### src/zcls_pkg.sv
// zcls_pkg: shared types and constants of the zero-cross load slot switcher
`timescale 1ns / 1ps
package zcls_pkg;

	localparam int MAX_SLOTS   = 8;
	localparam int SLOT_IDX_W  = 3;
	localparam int PIN_W       = 6;
	localparam int LEVEL_W     = 4;
	localparam int COUNT_W     = 4;
	localparam int INDEX_W     = 8;
	localparam int PIN_MAP_W   = MAX_SLOTS * PIN_W;
	localparam int OPCODE_W    = 2;
	localparam int CFG_IDX_W   = 2;
	localparam int PROFILE_W   = 2 * LEVEL_W;

	typedef enum logic [OPCODE_W-1:0] {
		OP_ZERO_CROSS = 2'd0,
		OP_LEVEL      = 2'd1,
		OP_ENABLE     = 2'd2,
		OP_DISABLE    = 2'd3
	} op_t;

	typedef enum logic [CFG_IDX_W-1:0] {
		REG_PIN_MAP     = 2'd0,
		REG_TRIAC_COUNT = 2'd1,
		REG_RELAY_COUNT = 2'd2
	} reg_idx_t;

	typedef struct packed {
		op_t                opcode;
		logic [PIN_W-1:0]   pin;
		logic [LEVEL_W-1:0] attach_level;
		logic [LEVEL_W-1:0] detach_level;
	} item_t;

	typedef struct packed {
		logic [PIN_MAP_W-1:0] pin_map;
		logic [COUNT_W-1:0]   triac_count;
		logic [COUNT_W-1:0]   relay_count;
	} cfg_t;

	typedef struct packed {
		logic [INDEX_W-1:0]                  slot_index;
		logic [MAX_SLOTS-1:0][PROFILE_W-1:0] profile;
		logic [MAX_SLOTS-1:0]                enable_mask;
		logic [MAX_SLOTS-1:0]                relay_latched;
		logic [MAX_SLOTS-1:0]                drive_state;
	} state_t;

endpackage

### src/zcls_if.sv
// zcls_if: valid/ready channel interfaces for items, results and config writes
`timescale 1ns / 1ps
interface zcls_item_if;
	logic                            valid;
	logic                            ready;
	logic [zcls_pkg::OPCODE_W-1:0]   opcode;
	logic [zcls_pkg::PIN_W-1:0]      pin;
	logic [zcls_pkg::LEVEL_W-1:0]    attach_level;
	logic [zcls_pkg::LEVEL_W-1:0]    detach_level;

	modport source (output valid, opcode, pin, attach_level, detach_level, input ready);
	modport sink   (input valid, opcode, pin, attach_level, detach_level, output ready);
endinterface

interface zcls_result_if;
	logic                           valid;
	logic                           ready;
	logic [zcls_pkg::MAX_SLOTS-1:0] load_on;
	logic                           status;

	modport source (output valid, load_on, status, input ready);
	modport sink   (input valid, load_on, status, output ready);
endinterface

interface zcls_cfg_if;
	logic                            valid;
	logic                            ready;
	logic [zcls_pkg::CFG_IDX_W-1:0]  index;
	logic [zcls_pkg::PIN_MAP_W-1:0]  data;

	modport source (output valid, index, data, input ready);
	modport sink   (input valid, index, data, output ready);
endinterface

### src/zcls_cfg_regs.sv
// zcls_cfg_regs: configuration register file (pin map, triac and relay counts)
`timescale 1ns / 1ps
module zcls_cfg_regs (
	input  logic          clk,
	input  logic          arst_n,
	zcls_cfg_if.sink      cfg_wr,
	output zcls_pkg::cfg_t cfg
);
	import zcls_pkg::*;

	cfg_t cfg_q;

	assign cfg_wr.ready = 1'b1;
	assign cfg         = cfg_q;

	always_ff @(posedge clk or negedge arst_n) begin
		if (!arst_n) begin
			cfg_q <= '0;
		end else if (cfg_wr.valid) begin
			unique case (reg_idx_t'(cfg_wr.index))
				REG_PIN_MAP:     cfg_q.pin_map     <= cfg_wr.data;
				REG_TRIAC_COUNT: cfg_q.triac_count <= cfg_wr.data[COUNT_W-1:0];
				REG_RELAY_COUNT: cfg_q.relay_count <= cfg_wr.data[COUNT_W-1:0];
				default: ;
			endcase
		end
	end
endmodule

### src/zcls_slot_engine.sv
// zcls_slot_engine: next slot state and status for one item
`timescale 1ns / 1ps
module zcls_slot_engine #(
	parameter int NUM_SLOTS  = 8,
	parameter int NUM_LEVELS = 6
) (
	input  zcls_pkg::item_t  item,
	input  zcls_pkg::cfg_t   cfg,
	input  zcls_pkg::state_t cur,
	output zcls_pkg::state_t nxt,
	output logic             status
);
	import zcls_pkg::*;

	logic [COUNT_W-1:0]    n_triac;
	logic [COUNT_W-1:0]    n_relay;
	logic                  found;
	logic [SLOT_IDX_W-1:0] hit;
	logic                  levels_bad;
	logic                  triac_bad;
	logic [INDEX_W-1:0]    idx;
	logic [LEVEL_W-1:0]    att;
	logic [LEVEL_W-1:0]    dis;
	logic                  is_triac;
	logic                  is_relay;
	logic                  triac_on;
	logic                  relay_on;
	logic                  lat;

	assign n_triac = (cfg.triac_count > COUNT_W'(NUM_SLOTS)) ? COUNT_W'(NUM_SLOTS)
	                                                         : cfg.triac_count;
	assign n_relay = (cfg.relay_count > COUNT_W'(NUM_SLOTS)) ? COUNT_W'(NUM_SLOTS)
	                                                         : cfg.relay_count;

	// lowest slot with a matching pin wins
	always_comb begin
		found = 1'b0;
		hit   = '0;
		for (int s = NUM_SLOTS - 1; s >= 0; s--) begin
			if (cfg.pin_map[s*PIN_W +: PIN_W] == item.pin) begin
				found = 1'b1;
				hit   = SLOT_IDX_W'(s);
			end
		end
	end

	assign levels_bad = ({1'b0, item.attach_level} >= (LEVEL_W+1)'(NUM_LEVELS)) ||
	                    ({1'b0, item.detach_level} >= (LEVEL_W+1)'(NUM_LEVELS));
	assign triac_bad  = ({1'b0, hit} < n_triac) && (item.detach_level <= item.attach_level);

	always_comb begin
		nxt      = cur;
		status   = 1'b0;
		idx      = '0;
		att      = '0;
		dis      = '0;
		is_triac = 1'b0;
		is_relay = 1'b0;
		triac_on = 1'b0;
		relay_on = 1'b0;
		lat      = 1'b0;
		unique case (item.opcode)
			OP_ZERO_CROSS, OP_LEVEL: begin
				idx = (item.opcode == OP_ZERO_CROSS) ? '0 : cur.slot_index + 1'b1;
				nxt.slot_index = idx;
				for (int s = 0; s < MAX_SLOTS; s++) begin
					att      = cur.profile[s][PROFILE_W-1:LEVEL_W];
					dis      = cur.profile[s][LEVEL_W-1:0];
					is_triac = (s < NUM_SLOTS) && (COUNT_W'(s) < n_triac);
					is_relay = (s < NUM_SLOTS) &&
					           ((COUNT_W+1)'(s) + {1'b0, n_relay} >= (COUNT_W+1)'(NUM_SLOTS));
					triac_on = cur.enable_mask[s] && (idx >= INDEX_W'(att)) &&
					           (idx <= INDEX_W'(dis));
					lat      = cur.relay_latched[s];
					relay_on = 1'b0;
					// relay: latch at attach while enabled, release at detach once disabled
					if (cur.enable_mask[s]) begin
						if (lat) begin
							relay_on = 1'b1;
						end else if (idx == INDEX_W'(att)) begin
							relay_on = 1'b1;
							lat      = 1'b1;
						end
					end else if (lat) begin
						if (idx != INDEX_W'(dis)) begin
							relay_on = 1'b1;
						end else begin
							lat = 1'b0;
						end
					end
					if (is_relay) begin
						nxt.drive_state[s]   = relay_on;
						nxt.relay_latched[s] = lat;
					end else begin
						nxt.drive_state[s]   = is_triac && triac_on;
					end
				end
			end
			OP_ENABLE: begin
				if (levels_bad || !found || triac_bad) begin
					status = 1'b1;
				end else begin
					nxt.profile[hit]     = {item.attach_level, item.detach_level};
					nxt.enable_mask[hit] = 1'b1;
				end
			end
			OP_DISABLE: begin
				if (!found) begin
					status = 1'b1;
				end else begin
					nxt.enable_mask[hit] = 1'b0;
				end
			end
			default: ;
		endcase
	end
endmodule

### src/zero_cross_load_slot_switcher.sv
// zero_cross_load_slot_switcher: top level, item register, slot state and result register
//
//   channel     dir  handshake      payload
//   item_in     in   valid/ready    opcode, pin, attach_level, detach_level
//   result_out  out  valid/ready    load_on, status
//   cfg_wr      in   valid/ready    index, data (ready always high)
//
// one item per cycle while the result side keeps up; an item moves from the input
// register into the result register when the input register drains
// the slot state updates on the same edge as the result, so the next item sees it
// a waiting result stalls the input only once the input register holds an item too
// arst_n clears config, slot state and all valid flags; no clearing pass
`timescale 1ns / 1ps
module zero_cross_load_slot_switcher #(
	parameter int NUM_SLOTS  = 8,
	parameter int NUM_LEVELS = 6
) (
	input  logic          clk,
	input  logic          arst_n,
	zcls_item_if.sink     item_in,
	zcls_result_if.source result_out,
	zcls_cfg_if.sink      cfg_wr
);
	import zcls_pkg::*;

	// configuration
	cfg_t cfg;

	// input register
	logic  valid_s1;
	item_t item_s1;

	// result register
	logic                 valid_s2;
	logic [MAX_SLOTS-1:0] load_on_s2;
	logic                 status_s2;

	// slot state
	state_t state_q;
	state_t state_nxt;
	logic   status_nxt;

	logic advance;

	zcls_cfg_regs u_cfg (
		.clk    (clk),
		.arst_n (arst_n),
		.cfg_wr (cfg_wr),
		.cfg    (cfg)
	);

	zcls_slot_engine #(
		.NUM_SLOTS  (NUM_SLOTS),
		.NUM_LEVELS (NUM_LEVELS)
	) u_engine (
		.item   (item_s1),
		.cfg    (cfg),
		.cur    (state_q),
		.nxt    (state_nxt),
		.status (status_nxt)
	);

	// result register free, or being emptied this cycle
	assign advance       = !valid_s2 || result_out.ready;
	assign item_in.ready = !valid_s1 || advance;

	always_ff @(posedge clk or negedge arst_n) begin
		if (!arst_n) begin
			valid_s1 <= 1'b0;
		end else if (item_in.ready) begin
			valid_s1 <= item_in.valid;
		end
	end

	always_ff @(posedge clk) begin
		if (item_in.ready && item_in.valid) begin
			item_s1 <= '{opcode:       op_t'(item_in.opcode),
			             pin:          item_in.pin,
			             attach_level: item_in.attach_level,
			             detach_level: item_in.detach_level};
		end
	end

	// state and result move together when the input register drains
	always_ff @(posedge clk or negedge arst_n) begin
		if (!arst_n) begin
			state_q  <= '0;
			valid_s2 <= 1'b0;
		end else if (valid_s1 && advance) begin
			state_q  <= state_nxt;
			valid_s2 <= 1'b1;
		end else if (result_out.ready) begin
			valid_s2 <= 1'b0;
		end
	end

	always_ff @(posedge clk) begin
		if (valid_s1 && advance) begin
			load_on_s2 <= state_nxt.drive_state;
			status_s2  <= status_nxt;
		end
	end

	assign result_out.valid   = valid_s2;
	assign result_out.load_on = load_on_s2;
	assign result_out.status  = status_s2;
endmodule

### src/flat_wrapper.sv
// flat-port wrapper written by rule: the top's interface ports become plain ports
module zero_cross_load_slot_switcher_flat import zcls_pkg::*;
#(
	parameter int NUM_SLOTS  = 8,
	parameter int NUM_LEVELS = 6
)
  (clk, arst_n, item_in_valid, item_in_opcode, item_in_pin, item_in_attach_level, item_in_detach_level, item_in_ready, result_out_valid, result_out_load_on, result_out_status, result_out_ready, cfg_wr_valid, cfg_wr_index, cfg_wr_data, cfg_wr_ready);
  zcls_item_if item_in_i ();
  zcls_result_if result_out_i ();
  zcls_cfg_if cfg_wr_i ();
  input  logic clk;
  input  logic arst_n;
  input wire logic [$bits(item_in_i.valid)-1:0] item_in_valid;
  input wire logic [$bits(item_in_i.opcode)-1:0] item_in_opcode;
  input wire logic [$bits(item_in_i.pin)-1:0] item_in_pin;
  input wire logic [$bits(item_in_i.attach_level)-1:0] item_in_attach_level;
  input wire logic [$bits(item_in_i.detach_level)-1:0] item_in_detach_level;
  output wire logic [$bits(item_in_i.ready)-1:0] item_in_ready;
  output wire logic [$bits(result_out_i.valid)-1:0] result_out_valid;
  output wire logic [$bits(result_out_i.load_on)-1:0] result_out_load_on;
  output wire logic [$bits(result_out_i.status)-1:0] result_out_status;
  input wire logic [$bits(result_out_i.ready)-1:0] result_out_ready;
  input wire logic [$bits(cfg_wr_i.valid)-1:0] cfg_wr_valid;
  input wire logic [$bits(cfg_wr_i.index)-1:0] cfg_wr_index;
  input wire logic [$bits(cfg_wr_i.data)-1:0] cfg_wr_data;
  output wire logic [$bits(cfg_wr_i.ready)-1:0] cfg_wr_ready;
  assign item_in_i.valid = item_in_valid;
  assign item_in_i.opcode = item_in_opcode;
  assign item_in_i.pin = item_in_pin;
  assign item_in_i.attach_level = item_in_attach_level;
  assign item_in_i.detach_level = item_in_detach_level;
  assign item_in_ready = item_in_i.ready;
  assign result_out_valid = result_out_i.valid;
  assign result_out_load_on = result_out_i.load_on;
  assign result_out_status = result_out_i.status;
  assign result_out_i.ready = result_out_ready;
  assign cfg_wr_i.valid = cfg_wr_valid;
  assign cfg_wr_i.index = cfg_wr_index;
  assign cfg_wr_i.data = cfg_wr_data;
  assign cfg_wr_ready = cfg_wr_i.ready;
  zero_cross_load_slot_switcher #(.NUM_SLOTS(NUM_SLOTS), .NUM_LEVELS(NUM_LEVELS)) u_core (.clk(clk), .arst_n(arst_n), .item_in(item_in_i), .result_out(result_out_i), .cfg_wr(cfg_wr_i));
endmodule
### config.mk
export PLATFORM = sky130hd
export DESIGN_NAME = zero_cross_load_slot_switcher_flat
export DESIGN_NICKNAME = d
export VERILOG_FILES = /design/src/zcls_pkg.sv /design/src/zcls_if.sv /design/src/zcls_cfg_regs.sv /design/src/zcls_slot_engine.sv /design/src/zero_cross_load_slot_switcher.sv /design/src/flat_wrapper.sv
export SDC_FILE = /design/constraint.sdc
export NUM_CORES = 1
export LEC_CHECK = 0
export BUFFER_PORTS_ARGS = -buffer_cell sky130_fd_sc_hd__buf_4
export CAP_MARGIN = 0
export CORE_UTILIZATION = 60
export DETAILED_ROUTE_END_ITERATION = 8
export GPL_ROUTABILITY_DRIVEN = 1
export PLACE_DENSITY = 0.79
export SLEW_MARGIN = 5
export SYNTH_ARGS = -nofsm -noshare
export SYNTH_HDL_FRONTEND = slang
export SYNTH_SLANG_ARGS = --single-unit
### constraint.sdc
create_clock -name clk -period 4.2 [get_ports clk]
set_input_delay 0.21 -clock clk [delete_from_list [all_inputs] [get_ports clk]]
set_output_delay 0.21 -clock clk [all_outputs]
set_load 0.05 [all_outputs]
==> flow_metrics.env <==
export IMPL_fin_nets=1132
export IMPL_critPathLaunchType="register"
export IMPL_grt_usage_pct=31.6
export IMPL_synth_seq_cells=179
export IMPL_numClockSinks=179
export IMPL_finalMaxSlewViolations=0
export IMPL_cts_tree="yes"
export IMPL_coreArea_sq_um=15900
export IMPL_synth_common_cells="dfrtp_1, mux2_2, ha_1"
export IMPL_grt_pass1_vias=7407
export IMPL_vias=7175
export IMPL_drive_gt1_share_pct=24.6
export IMPL_status="finished clean"
export IMPL_worstSetupEndpointType="register"
export IMPL_fin_setup_tns_ns=0
export IMPL_crit_type="register to register"
export IMPL_fin_ws_ns=0.311
export IMPL_netlist_instances=857
export IMPL_drt_total_wl_um=24400
export IMPL_rsz0062_at_grt="false"
export IMPL_postLayoutCellArea_sq_um=11700
export IMPL_insertion_delay_ns=0.44
export IMPL_synth_most_common_cell="dfrtp_1"
export IMPL_synthArstFlopShare_pct=86.0
export IMPL_max_clock_path_buffers=2
export IMPL_skew_ns=0.0199
export IMPL_synth_top_area_share_pct=39.4
export IMPL_syn_to_final_growth_pct=19.6
export IMPL_fmax_mhz=257
export IMPL_syn_area_per_cell_sq_um=11.4
export IMPL_synth_top_area_cell="dfrtp_1"
export IMPL_htree_levels=4
export IMPL_hold_path_class="input port to register"
export IMPL_core_rowCount=46
export IMPL_die_area_sq_um=16800
export IMPL_drt_pre_antenna_iters=5
export IMPL_hold_violations=0
export IMPL_grt_pass1_wl_um=39600
export IMPL_drcViolationCount=0
export IMPL_synth_edf_count=25
export IMPL_ys_types=68
export IMPL_syn_area_sq_um=9790
export IMPL_synthTopCellsByArea="dfrtp_1, mux2_2, ha_1"
export IMPL_die_y_um=130
export IMPL_tightest_slew_ns=1.12
export IMPL_finalPower_mw=5.23
export IMPL_layout_cells_non_filler=1218
export IMPL_cp_max_fo=8
export IMPL_synthFlopType="dfrtp_1"
export IMPL_cp_data_arrival_time_ns=4.21
export IMPL_place_gp_congestion=0.927
export IMPL_grt_max_degree=86
export IMPL_ios=83
export IMPL_yosysWarningCount=0
export IMPL_setup_viol=0
export IMPL_post_route_period_util_pct=92.6
export IMPL_numPortBuffers=81
export IMPL_ys_seq_area_share_pct=47.0
export IMPL_required_ns=4.52
export IMPL_fin_crit_ns=3.89
export IMPL_via_per_inst=5.89
export IMPL_synth_nets=999
export IMPL_dp_cells=1143
export IMPL_path_clk_slew_ns=0.08
export IMPL_initial_core_util_pct=61.6
export IMPL_cts_buffers=17
export IMPL_die_w_um=130
export IMPL_antenna_found_initial=1
export IMPL_placement_cell_area_sq_um=10600
export IMPL_p_per_area_nw_per_um2=446
export IMPL_pre_cts_ws_ns=0.381
export IMPL_dr_first_iter_drc_count=475
export IMPL_ant_nets=0
export IMPL_hpwl_um=16500
export IMPL_cts_root_buf="clkbuf_16"
export IMPL_ir_drop_mv=0.402
export IMPL_drv_cap=0
export IMPL_p_leak_nw=5.40
export IMPL_ctsResizeCount=0
export IMPL_overflow=0
export IMPL_wl_per_cell_um=20.0
export IMPL_n_antenna_cell=0
export IMPL_relSlewSlack_pct=25.0
## repair_timing
| action | 4_1_cts | 5_1_grt |
|---|---|---|
| hold buffers | 44 | 0 |
| endpoints found under the hold margin | 126 | 0 |
| buffers inserted | 0 | 0 |
## flip-flops by register name, summed over array words and instances (netlist names), named ones only
name,flops
u_core.item_s1,16
u_core.result_out.load_on,8
u_core.result_out.status,1
u_core.result_out.valid,1
u_core.state_q,88
u_core.u_cfg.cfg,56
u_core.valid_s1,1
## cell families (layout without fill, tap and decap cells)
family          after synthesis  in the layout  share of synthesized area (%)
fa+ha+maj                    71             71                           9.08
other cells                   1              1                         0.0383
simple gates                200            200                           11.7
compound gates              145            145                           10.0
mux                         120            120                           13.6
flops                       179            179                           47.0
xor+xnor                     51             51                           4.56
buf+inv                      90            235                           3.98
## final timing paths
check	start	endpoint	slack [ns]	cells after the start
max in group asynchronous	arst_n	u_core.state_q[36]$_DFFE_PN0P_	2.79	3
hold / removal	cfg_wr_data[16]	u_core.u_cfg.cfg[24]$_DFFE_PN0P_	0.007	2
min in group asynchronous	arst_n	u_core.state_q[5]$_DFFE_PN0P_	0.38	2
hold reg to reg	u_core.state_q[5]$_DFFE_PN0P_	u_core.state_q[5]$_DFFE_PN0P_	0.48	2
setup reg to reg	u_core.item_s1[9]$_DFFE_PP_	u_core.state_q[58]$_DFFE_PN0P_	0.31	12
setup / recovery	u_core.item_s1[9]$_DFFE_PP_	u_core.state_q[58]$_DFFE_PN0P_	0.31	12
## metal layers
metal	track usage [%]	routed length (um)	vias to the layer above
met3	5.49	1260	46
met5	0	0	-
met2	54.1	12200	233
met1	41.1	10400	3548
met4	9.71	552	0
li1	-	-	3348
## stage by stage
stage | util (%) | hold slack (ns)
4_1_cts | 73.7 | 0.0000632
6_report | 73.7 | 0.00725
3_3_place_gp | 66.9 | 0.314
5_1_grt | 73.7 | 0.00501
2_1_floorplan | - | -0.0856
3_5_place_dp | 66.9 | 0.319
## where the power goes
part / switching [mW] / total [mW] / internal, mW
registers: 0.199 / 2.13 / 1.93
clock network: 0.717 / 1.73 / 1.02
logic: 0.747 / 1.36 / 0.617
total: 1.66 / 5.23 / 3.56
## worst max-delay path, stage by stage (launching register included)
cell      delay, ns
edfxtp_1       0.59
xor2_1         0.25
nor4_2         0.39
nand2_1        0.12
and4b_1        0.33
nor2b_1        0.18
ha_1           0.30
o211ai_1       0.10
a211oi_1       0.22
a21boi_2       0.24
a21oi_2        0.12
nor4_4         0.52
mux2_2         0.40
## final cells by class
cell class,count,area (sq um)
tap,216,270
clock inverter,11,159
inverter,66,248
multi-input combinational,588,4800
timing repair buffer,138,1150
fill,1075,4180
sequential,179,4600
clock buffer,20,478
## cells in the final DEF, fill, tap and decap left out, drive strengths merged, types with 3 or more instances in the layout
cell type | synthesis | final
a211oi | 8 | 8
a21o | 10 | 10
a21oi | 27 | 27
a31oi | 9 | 9
and2 | 6 | 6
and3 | 3 | 3
and4 | 4 | 4
buf | 10 | 94
bufinv | 0 | 3
clkbuf | 14 | 20
dfrtp | 154 | 154
dlygate4sd3 | 0 | 44
edfxtp | 25 | 25
ha | 71 | 71
inv | 64 | 71
mux2 | 101 | 101
mux2i | 19 | 19
nand2 | 40 | 40
nand2b | 14 | 14
nand3 | 12 | 12
nand3b | 5 | 5
nand4 | 20 | 20
nor2 | 37 | 37
nor2b | 22 | 22
nor3 | 9 | 9
nor3b | 3 | 3
nor4 | 15 | 15
o21a | 17 | 17
o21ai | 39 | 39
o311ai | 3 | 3
o31ai | 5 | 5
o41ai | 5 | 5
or2 | 3 | 3
or3 | 3 | 3
xnor2 | 28 | 28
xor2 | 23 | 23
(Power assumes the default switching activity.)
